**config.mk**
```make
export PLATFORM = sky130hd
export DESIGN_NAME = sma_seeded_ema_filter
export DESIGN_NICKNAME = d
export VERILOG_FILES = /design/src/rtl/ssema_pkg.sv /design/src/rtl/sma_seeded_ema_filter.sv /design/src/rtl/ssema_div.sv /design/src/rtl/ssema_dp.sv /design/src/rtl/ssema_ctrl.sv
export SDC_FILE = /design/constraint.sdc
export NUM_CORES = 2
export LEC_CHECK = 0
export BUFFER_PORTS_ARGS = -buffer_cell sky130_fd_sc_hd__clkbuf_2
export CORE_MARGIN = 2
export CORE_UTILIZATION = 36
export CTS_CLUSTER_SIZE = 25
export DETAILED_ROUTE_END_ITERATION = 8
export GPL_TIMING_DRIVEN = 0
export SLEW_MARGIN = 20
export SYNTH_ARGS = -nofsm -noshare
export SYNTH_HDL_FRONTEND = slang
export SYNTH_SLANG_ARGS = --single-unit
export TNS_END_PERCENT = 1
```
**constraint.sdc**
```tcl
create_clock -name clk -period 19 [get_ports clk]
set_input_delay 0.95 -clock clk [delete_from_list [all_inputs] [get_ports clk]]
set_output_delay 0.95 -clock clk [all_outputs]
set_load 0.05 [all_outputs]
```
**src/rtl/ssema_pkg.sv**
```systemverilog
// Shared types and constants for the SMA-seeded EMA filter.
package ssema_pkg;

    localparam int unsigned SAMPLE_W = 32;
    localparam int unsigned WIN_W    = 11;
    localparam int unsigned ALPHA_W  = 17;
    localparam int unsigned SUM_W    = 43;
    localparam int unsigned PROD_W   = 51;
    localparam int unsigned DIV_W    = 43;
    localparam int unsigned DCNT_W   = 6;

    localparam logic [WIN_W-1:0]  WIN_RESET  = 11'd14;
    localparam logic [WIN_W-1:0]  MAX_WINDOW = 11'd1024;
    localparam logic [DIV_W-1:0]  ALPHA_NUM  = 43'd131072;
    localparam logic [DCNT_W-1:0] DIV_LAST   = 6'(DIV_W - 1);

    typedef enum logic [2:0] {
        ST_IDLE,
        ST_ALPHA,
        ST_STEP,
        ST_SEED_GO,
        ST_SEED,
        ST_UPDATE,
        ST_EMIT
    } ssema_state_t;

    // controller to datapath
    typedef struct packed {
        logic accept;
        logic start_alpha;
        logic load_alpha;
        logic accum;
        logic start_seed;
        logic load_seed;
        logic ema_mul;
        logic ema_update;
        logic out_load;
    } ssema_cmd_t;

    // datapath to controller
    typedef struct packed {
        logic need_start;
        logic seeding;
        logic seed_last;
        logic div_done;
        logic out_free;
    } ssema_stat_t;

endpackage

```
**src/rtl/sma_seeded_ema_filter.sv**
```systemverilog
// Steady EMA beats and seeding beats each pass through an emit step before the next accept.
// The last seed beat adds the mean division and a series start adds the alpha
// division. Both run on one shared bit-serial divider.
// The result is loaded into the output register in the emit state, once that register is free.
// Asynchronous active-low reset: idle, window 14, no series open.
module sma_seeded_ema_filter
    import ssema_pkg::*;
(
    input  logic                       clk,
    input  logic                       rst_n,
    input  logic                       cfg_wr_en,
    input  logic [WIN_W-1:0]           cfg_wr_data,
    input  logic                       in_valid,
    output logic                       in_ready,
    input  logic signed [SAMPLE_W-1:0] sample,
    input  logic                       first_of_series,
    output logic                       out_valid,
    input  logic                       out_ready,
    output logic signed [SAMPLE_W-1:0] average,
    output logic                       average_valid
);

    ssema_cmd_t  cmd;
    ssema_stat_t stat;

    ssema_ctrl u_ctrl (
        .clk      (clk),
        .rst_n    (rst_n),
        .in_valid (in_valid),
        .in_ready (in_ready),
        .stat     (stat),
        .cmd      (cmd)
    );

    ssema_dp u_dp (
        .clk             (clk),
        .rst_n           (rst_n),
        .cfg_wr_en       (cfg_wr_en),
        .cfg_wr_data     (cfg_wr_data),
        .sample          (sample),
        .first_of_series (first_of_series),
        .out_ready       (out_ready),
        .out_valid       (out_valid),
        .average         (average),
        .average_valid   (average_valid),
        .cmd             (cmd),
        .stat            (stat)
    );

endmodule

```
**src/rtl/ssema_div.sv**
```systemverilog
// Iterative restoring divider, one quotient bit per cycle.
module ssema_div
    import ssema_pkg::*;
(
    input  logic             clk,
    input  logic             rst_n,
    input  logic             start,
    input  logic [DIV_W-1:0] dividend,
    input  logic [WIN_W-1:0] divisor,
    output logic             done,
    output logic [DIV_W-1:0] quotient
);

    logic              busy_reg, busy_next;
    logic              done_reg, done_next;
    logic [DCNT_W-1:0] cnt_reg, cnt_next;
    logic [WIN_W-1:0]  rem_reg, rem_next;
    logic [DIV_W-1:0]  quo_reg, quo_next;
    logic [WIN_W-1:0]  dsr_reg, dsr_next;
    logic [WIN_W:0]    rem_sh;
    logic [WIN_W:0]    trial;

    // one shift-subtract step
    always_comb
    begin
        rem_sh    = {rem_reg, quo_reg[DIV_W-1]};
        trial     = rem_sh - {1'b0, dsr_reg};
        busy_next = busy_reg;
        done_next = 1'b0;
        cnt_next  = cnt_reg;
        rem_next  = rem_reg;
        quo_next  = quo_reg;
        dsr_next  = dsr_reg;
        if (start)
        begin
            busy_next = 1'b1;
            cnt_next  = '0;
            rem_next  = '0;
            quo_next  = dividend;
            dsr_next  = divisor;
        end
        else if (busy_reg)
        begin
            if (!trial[WIN_W])
            begin
                rem_next = trial[WIN_W-1:0];
                quo_next = {quo_reg[DIV_W-2:0], 1'b1};
            end
            else
            begin
                rem_next = rem_sh[WIN_W-1:0];
                quo_next = {quo_reg[DIV_W-2:0], 1'b0};
            end
            cnt_next = cnt_reg + 1'b1;
            if (cnt_reg == DIV_LAST)
            begin
                busy_next = 1'b0;
                done_next = 1'b1;
            end
        end
    end

    always_ff @(posedge clk or negedge rst_n)
    begin
        if (!rst_n)
        begin
            busy_reg <= 1'b0;
            done_reg <= 1'b0;
            cnt_reg  <= '0;
        end
        else
        begin
            busy_reg <= busy_next;
            done_reg <= done_next;
            cnt_reg  <= cnt_next;
        end
    end

    always_ff @(posedge clk)
    begin
        rem_reg <= rem_next;
        quo_reg <= quo_next;
        dsr_reg <= dsr_next;
    end

    assign done     = done_reg;
    assign quotient = quo_reg;

endmodule

```
**src/rtl/ssema_dp.sv**
```systemverilog
// Datapath: window register, seed sum, alpha, EMA update and output register.
module ssema_dp
    import ssema_pkg::*;
(
    input  logic                       clk,
    input  logic                       rst_n,
    input  logic                       cfg_wr_en,
    input  logic [WIN_W-1:0]           cfg_wr_data,
    input  logic signed [SAMPLE_W-1:0] sample,
    input  logic                       first_of_series,
    input  logic                       out_ready,
    output logic                       out_valid,
    output logic signed [SAMPLE_W-1:0] average,
    output logic                       average_valid,
    input  ssema_cmd_t                 cmd,
    output ssema_stat_t                stat
);

    logic [WIN_W-1:0]           window_length_reg;
    logic                       active_reg;
    logic signed [SAMPLE_W-1:0] x_reg;
    logic [WIN_W-1:0]           series_window_reg;
    logic [ALPHA_W-1:0]         alpha_reg;
    logic signed [SUM_W-1:0]    sum_reg;
    logic [WIN_W-1:0]           seen_reg;
    logic signed [SAMPLE_W-1:0] last_reg;
    logic signed [PROD_W-1:0]   prod_reg;
    logic                       neg_reg;
    logic signed [SAMPLE_W-1:0] res_avg_reg;
    logic                       res_valid_reg;
    logic                       out_valid_reg;
    logic signed [SAMPLE_W-1:0] out_avg_reg;
    logic                       out_avg_valid_reg;

    logic [WIN_W-1:0]           eff_win;
    logic [WIN_W-1:0]           eff_win_p1;
    logic                       div_start;
    logic [DIV_W-1:0]           div_dividend;
    logic [WIN_W-1:0]           div_divisor;
    logic                       div_done;
    logic [DIV_W-1:0]           div_quo;
    logic [SUM_W-1:0]           sum_mag;
    logic [SAMPLE_W-1:0]        seed_q;
    logic signed [SAMPLE_W-1:0] seed_avg;
    logic signed [SAMPLE_W:0]   ema_diff;
    logic signed [SAMPLE_W+2:0] ema_sum;
    logic [WIN_W:0]             seen_p1;

    // window clamped to 1..MAX_WINDOW
    always_comb
    begin
        if (window_length_reg == '0)
            eff_win = WIN_W'(1);
        else if (window_length_reg > MAX_WINDOW)
            eff_win = MAX_WINDOW;
        else
            eff_win = window_length_reg;
        eff_win_p1 = eff_win + 1'b1;
    end

    // divider operands: alpha at series start, mean at end of seed
    always_comb
    begin
        sum_mag   = sum_reg[SUM_W-1] ? SUM_W'(-sum_reg) : SUM_W'(sum_reg);
        div_start = cmd.start_alpha | cmd.start_seed;
        if (cmd.start_alpha)
        begin
            div_dividend = ALPHA_NUM + DIV_W'(eff_win_p1 >> 1);
            div_divisor  = eff_win_p1;
        end
        else
        begin
            div_dividend = sum_mag;
            div_divisor  = series_window_reg;
        end
    end

    ssema_div u_div (
        .clk      (clk),
        .rst_n    (rst_n),
        .start    (div_start),
        .dividend (div_dividend),
        .divisor  (div_divisor),
        .done     (div_done),
        .quotient (div_quo)
    );

    // seed mean and EMA arithmetic
    always_comb
    begin
        seed_q   = div_quo[SAMPLE_W-1:0];
        seed_avg = neg_reg ? $signed(-seed_q) : $signed(seed_q);
        ema_diff = {x_reg[SAMPLE_W-1], x_reg} - {last_reg[SAMPLE_W-1], last_reg};
        ema_sum  = {{3{last_reg[SAMPLE_W-1]}}, last_reg} + prod_reg[PROD_W-1:16];
        seen_p1  = {1'b0, seen_reg} + 1'b1;
    end

    // status
    always_comb
    begin
        stat.need_start = first_of_series | ~active_reg;
        stat.seeding    = seen_reg < series_window_reg;
        stat.seed_last  = seen_p1 == {1'b0, series_window_reg};
        stat.div_done   = div_done;
        stat.out_free   = ~out_valid_reg | out_ready;
    end

    // control-side registers
    always_ff @(posedge clk or negedge rst_n)
    begin
        if (!rst_n)
        begin
            window_length_reg <= WIN_RESET;
            active_reg        <= 1'b0;
            out_valid_reg     <= 1'b0;
        end
        else
        begin
            if (cfg_wr_en)
                window_length_reg <= cfg_wr_data;
            if (cmd.load_alpha)
                active_reg <= 1'b1;
            if (cmd.out_load)
                out_valid_reg <= 1'b1;
            else if (out_ready)
                out_valid_reg <= 1'b0;
        end
    end

    // payload registers
    always_ff @(posedge clk)
    begin
        if (cmd.accept)
        begin
            x_reg <= sample;
            if (stat.need_start)
                series_window_reg <= eff_win;
        end
        if (cmd.load_alpha)
        begin
            alpha_reg <= div_quo[ALPHA_W-1:0];
            sum_reg   <= '0;
            seen_reg  <= '0;
            last_reg  <= '0;
        end
        if (cmd.accum)
        begin
            sum_reg     <= sum_reg + SUM_W'(x_reg);
            seen_reg    <= seen_reg + 1'b1;
            res_avg_reg <= '0;
            res_valid_reg <= 1'b0;
        end
        if (cmd.start_seed)
            neg_reg <= sum_reg[SUM_W-1];
        if (cmd.load_seed)
        begin
            res_avg_reg   <= seed_avg;
            res_valid_reg <= 1'b1;
            last_reg      <= seed_avg;
        end
        if (cmd.ema_mul)
            prod_reg <= PROD_W'($signed({1'b0, alpha_reg}) * ema_diff);
        if (cmd.ema_update)
        begin
            res_avg_reg   <= ema_sum[SAMPLE_W-1:0];
            res_valid_reg <= 1'b1;
            last_reg      <= ema_sum[SAMPLE_W-1:0];
        end
        if (cmd.out_load)
        begin
            out_avg_reg       <= res_avg_reg;
            out_avg_valid_reg <= res_valid_reg;
        end
    end

    assign out_valid     = out_valid_reg;
    assign average       = out_avg_reg;
    assign average_valid = out_avg_valid_reg;

endmodule

```
**src/rtl/ssema_ctrl.sv**
```systemverilog
// Controller: sequences series start, seeding, seed division and EMA update.
module ssema_ctrl
    import ssema_pkg::*;
(
    input  logic        clk,
    input  logic        rst_n,
    input  logic        in_valid,
    output logic        in_ready,
    input  ssema_stat_t stat,
    output ssema_cmd_t  cmd
);

    ssema_state_t state_reg, state_next;

    always_ff @(posedge clk or negedge rst_n)
    begin
        if (!rst_n)
            state_reg <= ST_IDLE;
        else
            state_reg <= state_next;
    end

    // next state and commands
    always_comb
    begin
        state_next = state_reg;
        cmd        = '0;
        in_ready   = 1'b0;
        unique case (state_reg)
            ST_IDLE:
            begin
                in_ready = 1'b1;
                if (in_valid)
                begin
                    cmd.accept = 1'b1;
                    if (stat.need_start)
                    begin
                        cmd.start_alpha = 1'b1;
                        state_next      = ST_ALPHA;
                    end
                    else
                        state_next = ST_STEP;
                end
            end
            ST_ALPHA:
            begin
                if (stat.div_done)
                begin
                    cmd.load_alpha = 1'b1;
                    state_next     = ST_STEP;
                end
            end
            ST_STEP:
            begin
                if (stat.seeding)
                begin
                    cmd.accum  = 1'b1;
                    state_next = stat.seed_last ? ST_SEED_GO : ST_EMIT;
                end
                else
                begin
                    cmd.ema_mul = 1'b1;
                    state_next  = ST_UPDATE;
                end
            end
            ST_SEED_GO:
            begin
                cmd.start_seed = 1'b1;
                state_next     = ST_SEED;
            end
            ST_SEED:
            begin
                if (stat.div_done)
                begin
                    cmd.load_seed = 1'b1;
                    state_next    = ST_EMIT;
                end
            end
            ST_UPDATE:
            begin
                cmd.ema_update = 1'b1;
                state_next     = ST_EMIT;
            end
            ST_EMIT:
            begin
                if (stat.out_free)
                begin
                    cmd.out_load = 1'b1;
                    state_next   = ST_IDLE;
                end
            end
            default:
                state_next = ST_IDLE;
        endcase
    end

endmodule

```
* Word-level counts from Yosys, hierarchy flattened
Index checks and enable logic that the tools add are counted.
** Cells by class
- $mul :: 1
- Add/subtract/negate cells :: 11
- Reductions and logical operators :: 10
- Bitwise logic cells :: 5
- Muxes and demuxes :: 53
- Order comparisons :: 2
- Equal/unequal tests :: 12
** Operators by type and width (count)
- $mux W43 :: 6
- $mux W32 :: 7
- $mux W11 :: 6
- $mul A18 B33 Y48 :: 1
- $add A43 B32 Y43 :: 1
- $neg A43 Y43 :: 1
- $sub A32 B32 Y33 :: 1
- $add A32 B32 Y32 :: 1
- $neg A32 Y32 :: 1
- $add A11 B1 Y11 const B :: 2
- $mux W1 :: 22
- $pmux W3 S7 :: 1
- $add A18 B10 Y19 const A :: 1
- $mux W3 :: 6
- $add A11 B1 Y12 const B :: 1
- $eq A12 B11 Y1 :: 1
- $mux W6 :: 2
- $sub A12 B11 Y12 :: 1
- $gt A11 B11 Y1 const B :: 1
- $logic_not A11 Y1 :: 1
- $lt A11 B11 Y1 :: 1
- $eq A3 B3 Y1 const B :: 3
- $add A6 B1 Y6 const B :: 1
- $eq A3 B2 Y1 const B :: 2
- 13 further kinds :: 23
** Word-level totals
- Word-level logic and storage cells :: 116
- Register bits after elaboration :: 350

* Depth between registers and ports, before layout
- Word-level depth :: 7
- Gate-level depth with buffers :: 38
- Depth with buffers taken out :: 38

* Hierarchy
A second synthesis with hierarchy kept.
** Second synthesis, totals
- Cells, all modules :: 4022
- Area, all modules :: 39230.1 sq um
** Modules (own cells, without submodules)
- ssema_dp :: cells each 3714, times used 1, area an instance 35332.6 sq um, seq. area each 7676.1 sq um
- ssema_div :: cells each 269, times used 1, area an instance 3585.9 sq um, seq. area each 2042.0 sq um
- ssema_ctrl :: cells each 39, times used 1, area an instance 311.5 sq um, seq. area each 75.1 sq um

* Worst setup path after synthesis
Ideal clock, no wire load.
- Kind :: reg-to-reg
- From :: register u_dp.last_reg[1]
- To :: register u_dp.prod_reg[47] (data pin)
- Clock period less this slack :: 8811 ps
- Buffers on the path :: 1
- Cell stages (with the launch flop) :: 36
- Arrival :: 8543 ps
- Setup slack :: 10189 ps
- Data required time :: 18732 ps
- Cells stage by stage :: edfxtp_1 inv_1 ha_1 nor2b_1 o21ai_0 a21boi_0 o41a_1 a21oi_1 o21ai_0 a211o_1 a21o_1 and2_1 clkbuf_1 a31oi_1 nand3_1 fa_1 inv_1 fa_1 fa_1 inv_1 fa_1 fa_1 inv_1 fa_1 inv_1 ha_1 a21o_1 a21o_1 a32o_1 a211oi_1 o21ai_0 nand2_1 a21boi_0 a211o_1 xnor2_1 xnor3_1
** On the way
- Longest elaborated chain between the ends :: 2
** RTL lines
- start: declaration :: line ssema_dp.sv:26 : logic signed [SAMPLE_W-1:0] last_reg;
- start signal: assignment :: line ssema_dp.sv:159 : last_reg <= seed_avg;
- start signal: assignment :: line ssema_dp.sv:167 : last_reg <= ema_sum[SAMPLE_W-1:0];
- $sub A32 B32 Y33 :: line ssema_dp.sv:93 : ema_diff = {x_reg[SAMPLE_W-1], x_reg} - {last_reg[SAMPLE_W-1], last_reg};
- $mul A18 B33 Y48 :: line ssema_dp.sv:162 : prod_reg <= PROD_W'($signed({1'b0, alpha_reg}) * ema_diff);
- end signal: assignment :: line ssema_dp.sv:162
- end: declaration :: line ssema_dp.sv:27 : logic signed [PROD_W-1:0] prod_reg;
No other way between the ends.
A chain may end at the register's enable or synchronous reset.

* Worst setup path in the final report
- From :: register u_dp.x_reg[10]
- To :: register u_dp.prod_reg[47] (data pin)
** On the way
- Longest elaborated chain between the ends :: 2
** RTL lines
- start: declaration :: line ssema_dp.sv:21 : logic signed [SAMPLE_W-1:0] x_reg;
- start signal: assignment :: line ssema_dp.sv:135 : x_reg <= sample;
- $sub A32 B32 Y33 :: line ssema_dp.sv:93
- $mul A18 B33 Y48 :: line ssema_dp.sv:162
No other way between the ends.

==> qor.yml <==
cts:
  postCtsSetupBuffers: 0
  numCtsBuffers: 40
  root_buffer: "clkbuf_16"
  cts_tree: "built"
  ctsLongestPathBuffers: 3
  cts_hold_buf: 0
  cts.reportedPaths.clkPinSlew_ps: 60
  ctsResizeCount: 0
  cts_htree_levels: 2
  clock_latency_ps: 630
  clock-sinks: 334
setup_path:
  path_max_fanout: 10
  crit_type: "reg2reg"
  arrival_ps: 11780
  slowest_stage: "a2111oi_0"
  rr_worst_depth: 32
  slowest_delay_ps: 710
  start_kind: "flip-flop"
  cp_common_cell: "fa_1"
  critPathRequiredTime_ps: 19320
  end_kind: "flip-flop"
floorplanning:
  row_count: 120
  die_h_um: 332
  ioPinCount: 84
  fp.dieW_um: 332
  start_util_pct: 36.2
  core_area_um2: 107000
  die_area_um2: 110000
outcome:
  status: "finished, final reports clean"
logic_synthesis:
  synth.cell_area_um2: 38600
  syn_avg_cell_area_um2: 9.59
  ys.flop_type: "edfxtp_1"
  synth-warning-count: 0
  yosysTopAreaCell: "fa_1"
  ys_ff_latch: 334
  synth_edf_count: 298
  ys_top_cells_by_area: "fa_1 27%, edfxtp_1 23%, ha_1 7.9%"
  synth_cell_types: 76
  synthCells: 4027
  synth_nets: 4837
  synth-async-reset-ratio_pct: 7.19
  ys_seq_area_share_pct: 25.3
  synth_top_area_share_pct: 26.8
sta:
  min_period_ps: 11460
  slew_viol_final: 0
  rsz0062_at_grt: "false"
  tightest_slew_ps: 1200
  fmax_mhz: 87.3
  fin_tns_setup_ps: 0
  holdWs_ps: 360
  finClkSkew_ps: 58.6
  fin_crit_sh_pct: 60.3
  relSlewSlack_pct: 20.0
  setup_viol: 0
  hold_violations: 0
grt:
  grt_usage_pct: 20.8
  grt.busiest_layer: "met2"
  antenna_found_initial: 6
  grt_pass1_wl_um: 175000
  grt_max_degree: 40
  use_met3_pct: 3.80
  gr-total-overflow: 0
  met1_usage_pct: 28.4
  use_met2_pct: 34.0
  grt_pass1_vias: 29310
finish:
  layout.cells.most_common: "inv_1"
  layout_common_cells: "713 x inv_1, 518 x fa_1, 412 x nand2_1"
  area_growth_syn_to_layout_pct: 10.2
  fin_util_pct: 39.9
  num-nets-final: 4969
  drive_gt1_share_pct: 5.06
routing:
  routed_wl_um: 113000
  vias: 28530
  firstDrtPassIters: 6
  drt-wirelength-per-cell_um: 20.2
  ant_nets: 0
  viasPerCell: 5.10
  drc: 0
  first_iter_violations: 2206
power_and_ir_drop:
  power.density_nw_per_um2: 185
  p_leak_nw: 19.0
  ir_worst_vdd_mv: 0.190
flow_run:
  maxCapViolations: 0
placed_design:
  io_buffers: 83
  gp_congestion: 0.933
  place_hpwl_um: 91500
worst_hold_path:
  hp-class: "in2async"
==> Yosys cell counts, types with 20 or more instances <==
| cell | number |
|---|---|
| xnor2_1 | 104 |
| nand3b_1 | 30 |
| fa_1 | 518 |
| nand2b_1 | 30 |
| nor2b_1 | 62 |
| and2_1 | 276 |
| a21o_1 | 72 |
| nand2_1 | 414 |
| nand3_1 | 75 |
| dfrtp_1 | 21 |
| and3_1 | 20 |
| o22ai_1 | 35 |
| o211ai_1 | 22 |
| inv_1 | 713 |
| o21ai_0 | 144 |
| a21oi_1 | 138 |
| clkbuf_1 | 166 |
| ha_1 | 243 |
| nor2_1 | 176 |
| edfxtp_1 | 298 |
| nor3_1 | 25 |
| o31ai_1 | 24 |
| xor2_1 | 129 |
| a31oi_1 | 20 |
==> through the flow <==
stage	std cells	area, um^2	total power, mW	setup slack [ps]
final	5595	42600	7.87	7540
after CTS	5593	42600	7.88	7410
after detailed placement	5520	41100	6.85	7490
after floorplan	4027	38600	5.21	10190
after global routing	5593	42600	8.66	6880
after global placement	5513	40800	6.89	7370
==> layout make-up <==
type | count | area [um^2]
fill | 10579 | 64200
multi-input combinational | 2803 | 25600
sequential | 334 | 9790
inverter | 716 | 2690
tap | 1403 | 1760
clock buffer | 45 | 1020
buffer | 174 | 657
timing repair buffer | 90 | 577
clock inverter | 28 | 470
antenna | 2 | 5.00
==> where the power goes <==
group / internal [mW] / switching [mW] / total [mW] / leakage (nW)
clock: 0.529 / 0.337 / 0.866 / 0.719
sequential: 1.14 / 0.0337 / 1.17 / 3.10
combinational: 2.32 / 3.51 / 5.83 / 15.1
total: 3.99 / 3.88 / 7.87 / 19.0
==> worst paths after layout <==
path	from	end	slack, ps
setup / recovery	u_dp.x_reg[10]$_DFFE_PP_	u_dp.prod_reg[47]$_DFFE_PP_	7540
hold / removal	rst_n	u_dp.out_valid$_DFFE_PN0P_	360
setup reg to reg	u_dp.x_reg[10]$_DFFE_PP_	u_dp.prod_reg[47]$_DFFE_PP_	7540
hold reg to reg	u_dp.res_avg_reg[0]$_DFFE_PP_	u_dp.average[0]$_DFFE_PP_	410
max in group asynchronous	rst_n	u_ctrl.state_reg[0]$_DFFE_PN0P_	18180
min in group clk	u_dp.res_avg_reg[0]$_DFFE_PP_	u_dp.average[0]$_DFFE_PP_	410
==> critical path, delay by kind of cell (launching register included) <==
kind                     cells  cell delay [ps]
flip-flops                   1              530
AND/OR/NAND/NOR              6              930
AO/OA/AOI/OAI               11             4010
XOR/XNOR                     3             1160
buffers and inverters        4              660
adder cells (fa/ha/maj)      8             3860
==> cells by family after synthesis <==
family | synth area share (%)
flops | 25.3
simple gates | 15.6
buf+inv | 8.65
xor+xnor | 5.34
fa+ha+maj | 34.7
compound gates | 9.69
mux | 0.635
==> layer usage <==
layer  share of wire, %  vias up  routed length (um)
li1                   -    13240                   -
met1                 43    14215               48900
met2                 47      936               52700
met3                7.6      135                8630
met4                2.6        4                2890
met5              0.033        -                  37
No activity file was read; power rests on OpenSTA's default activity.
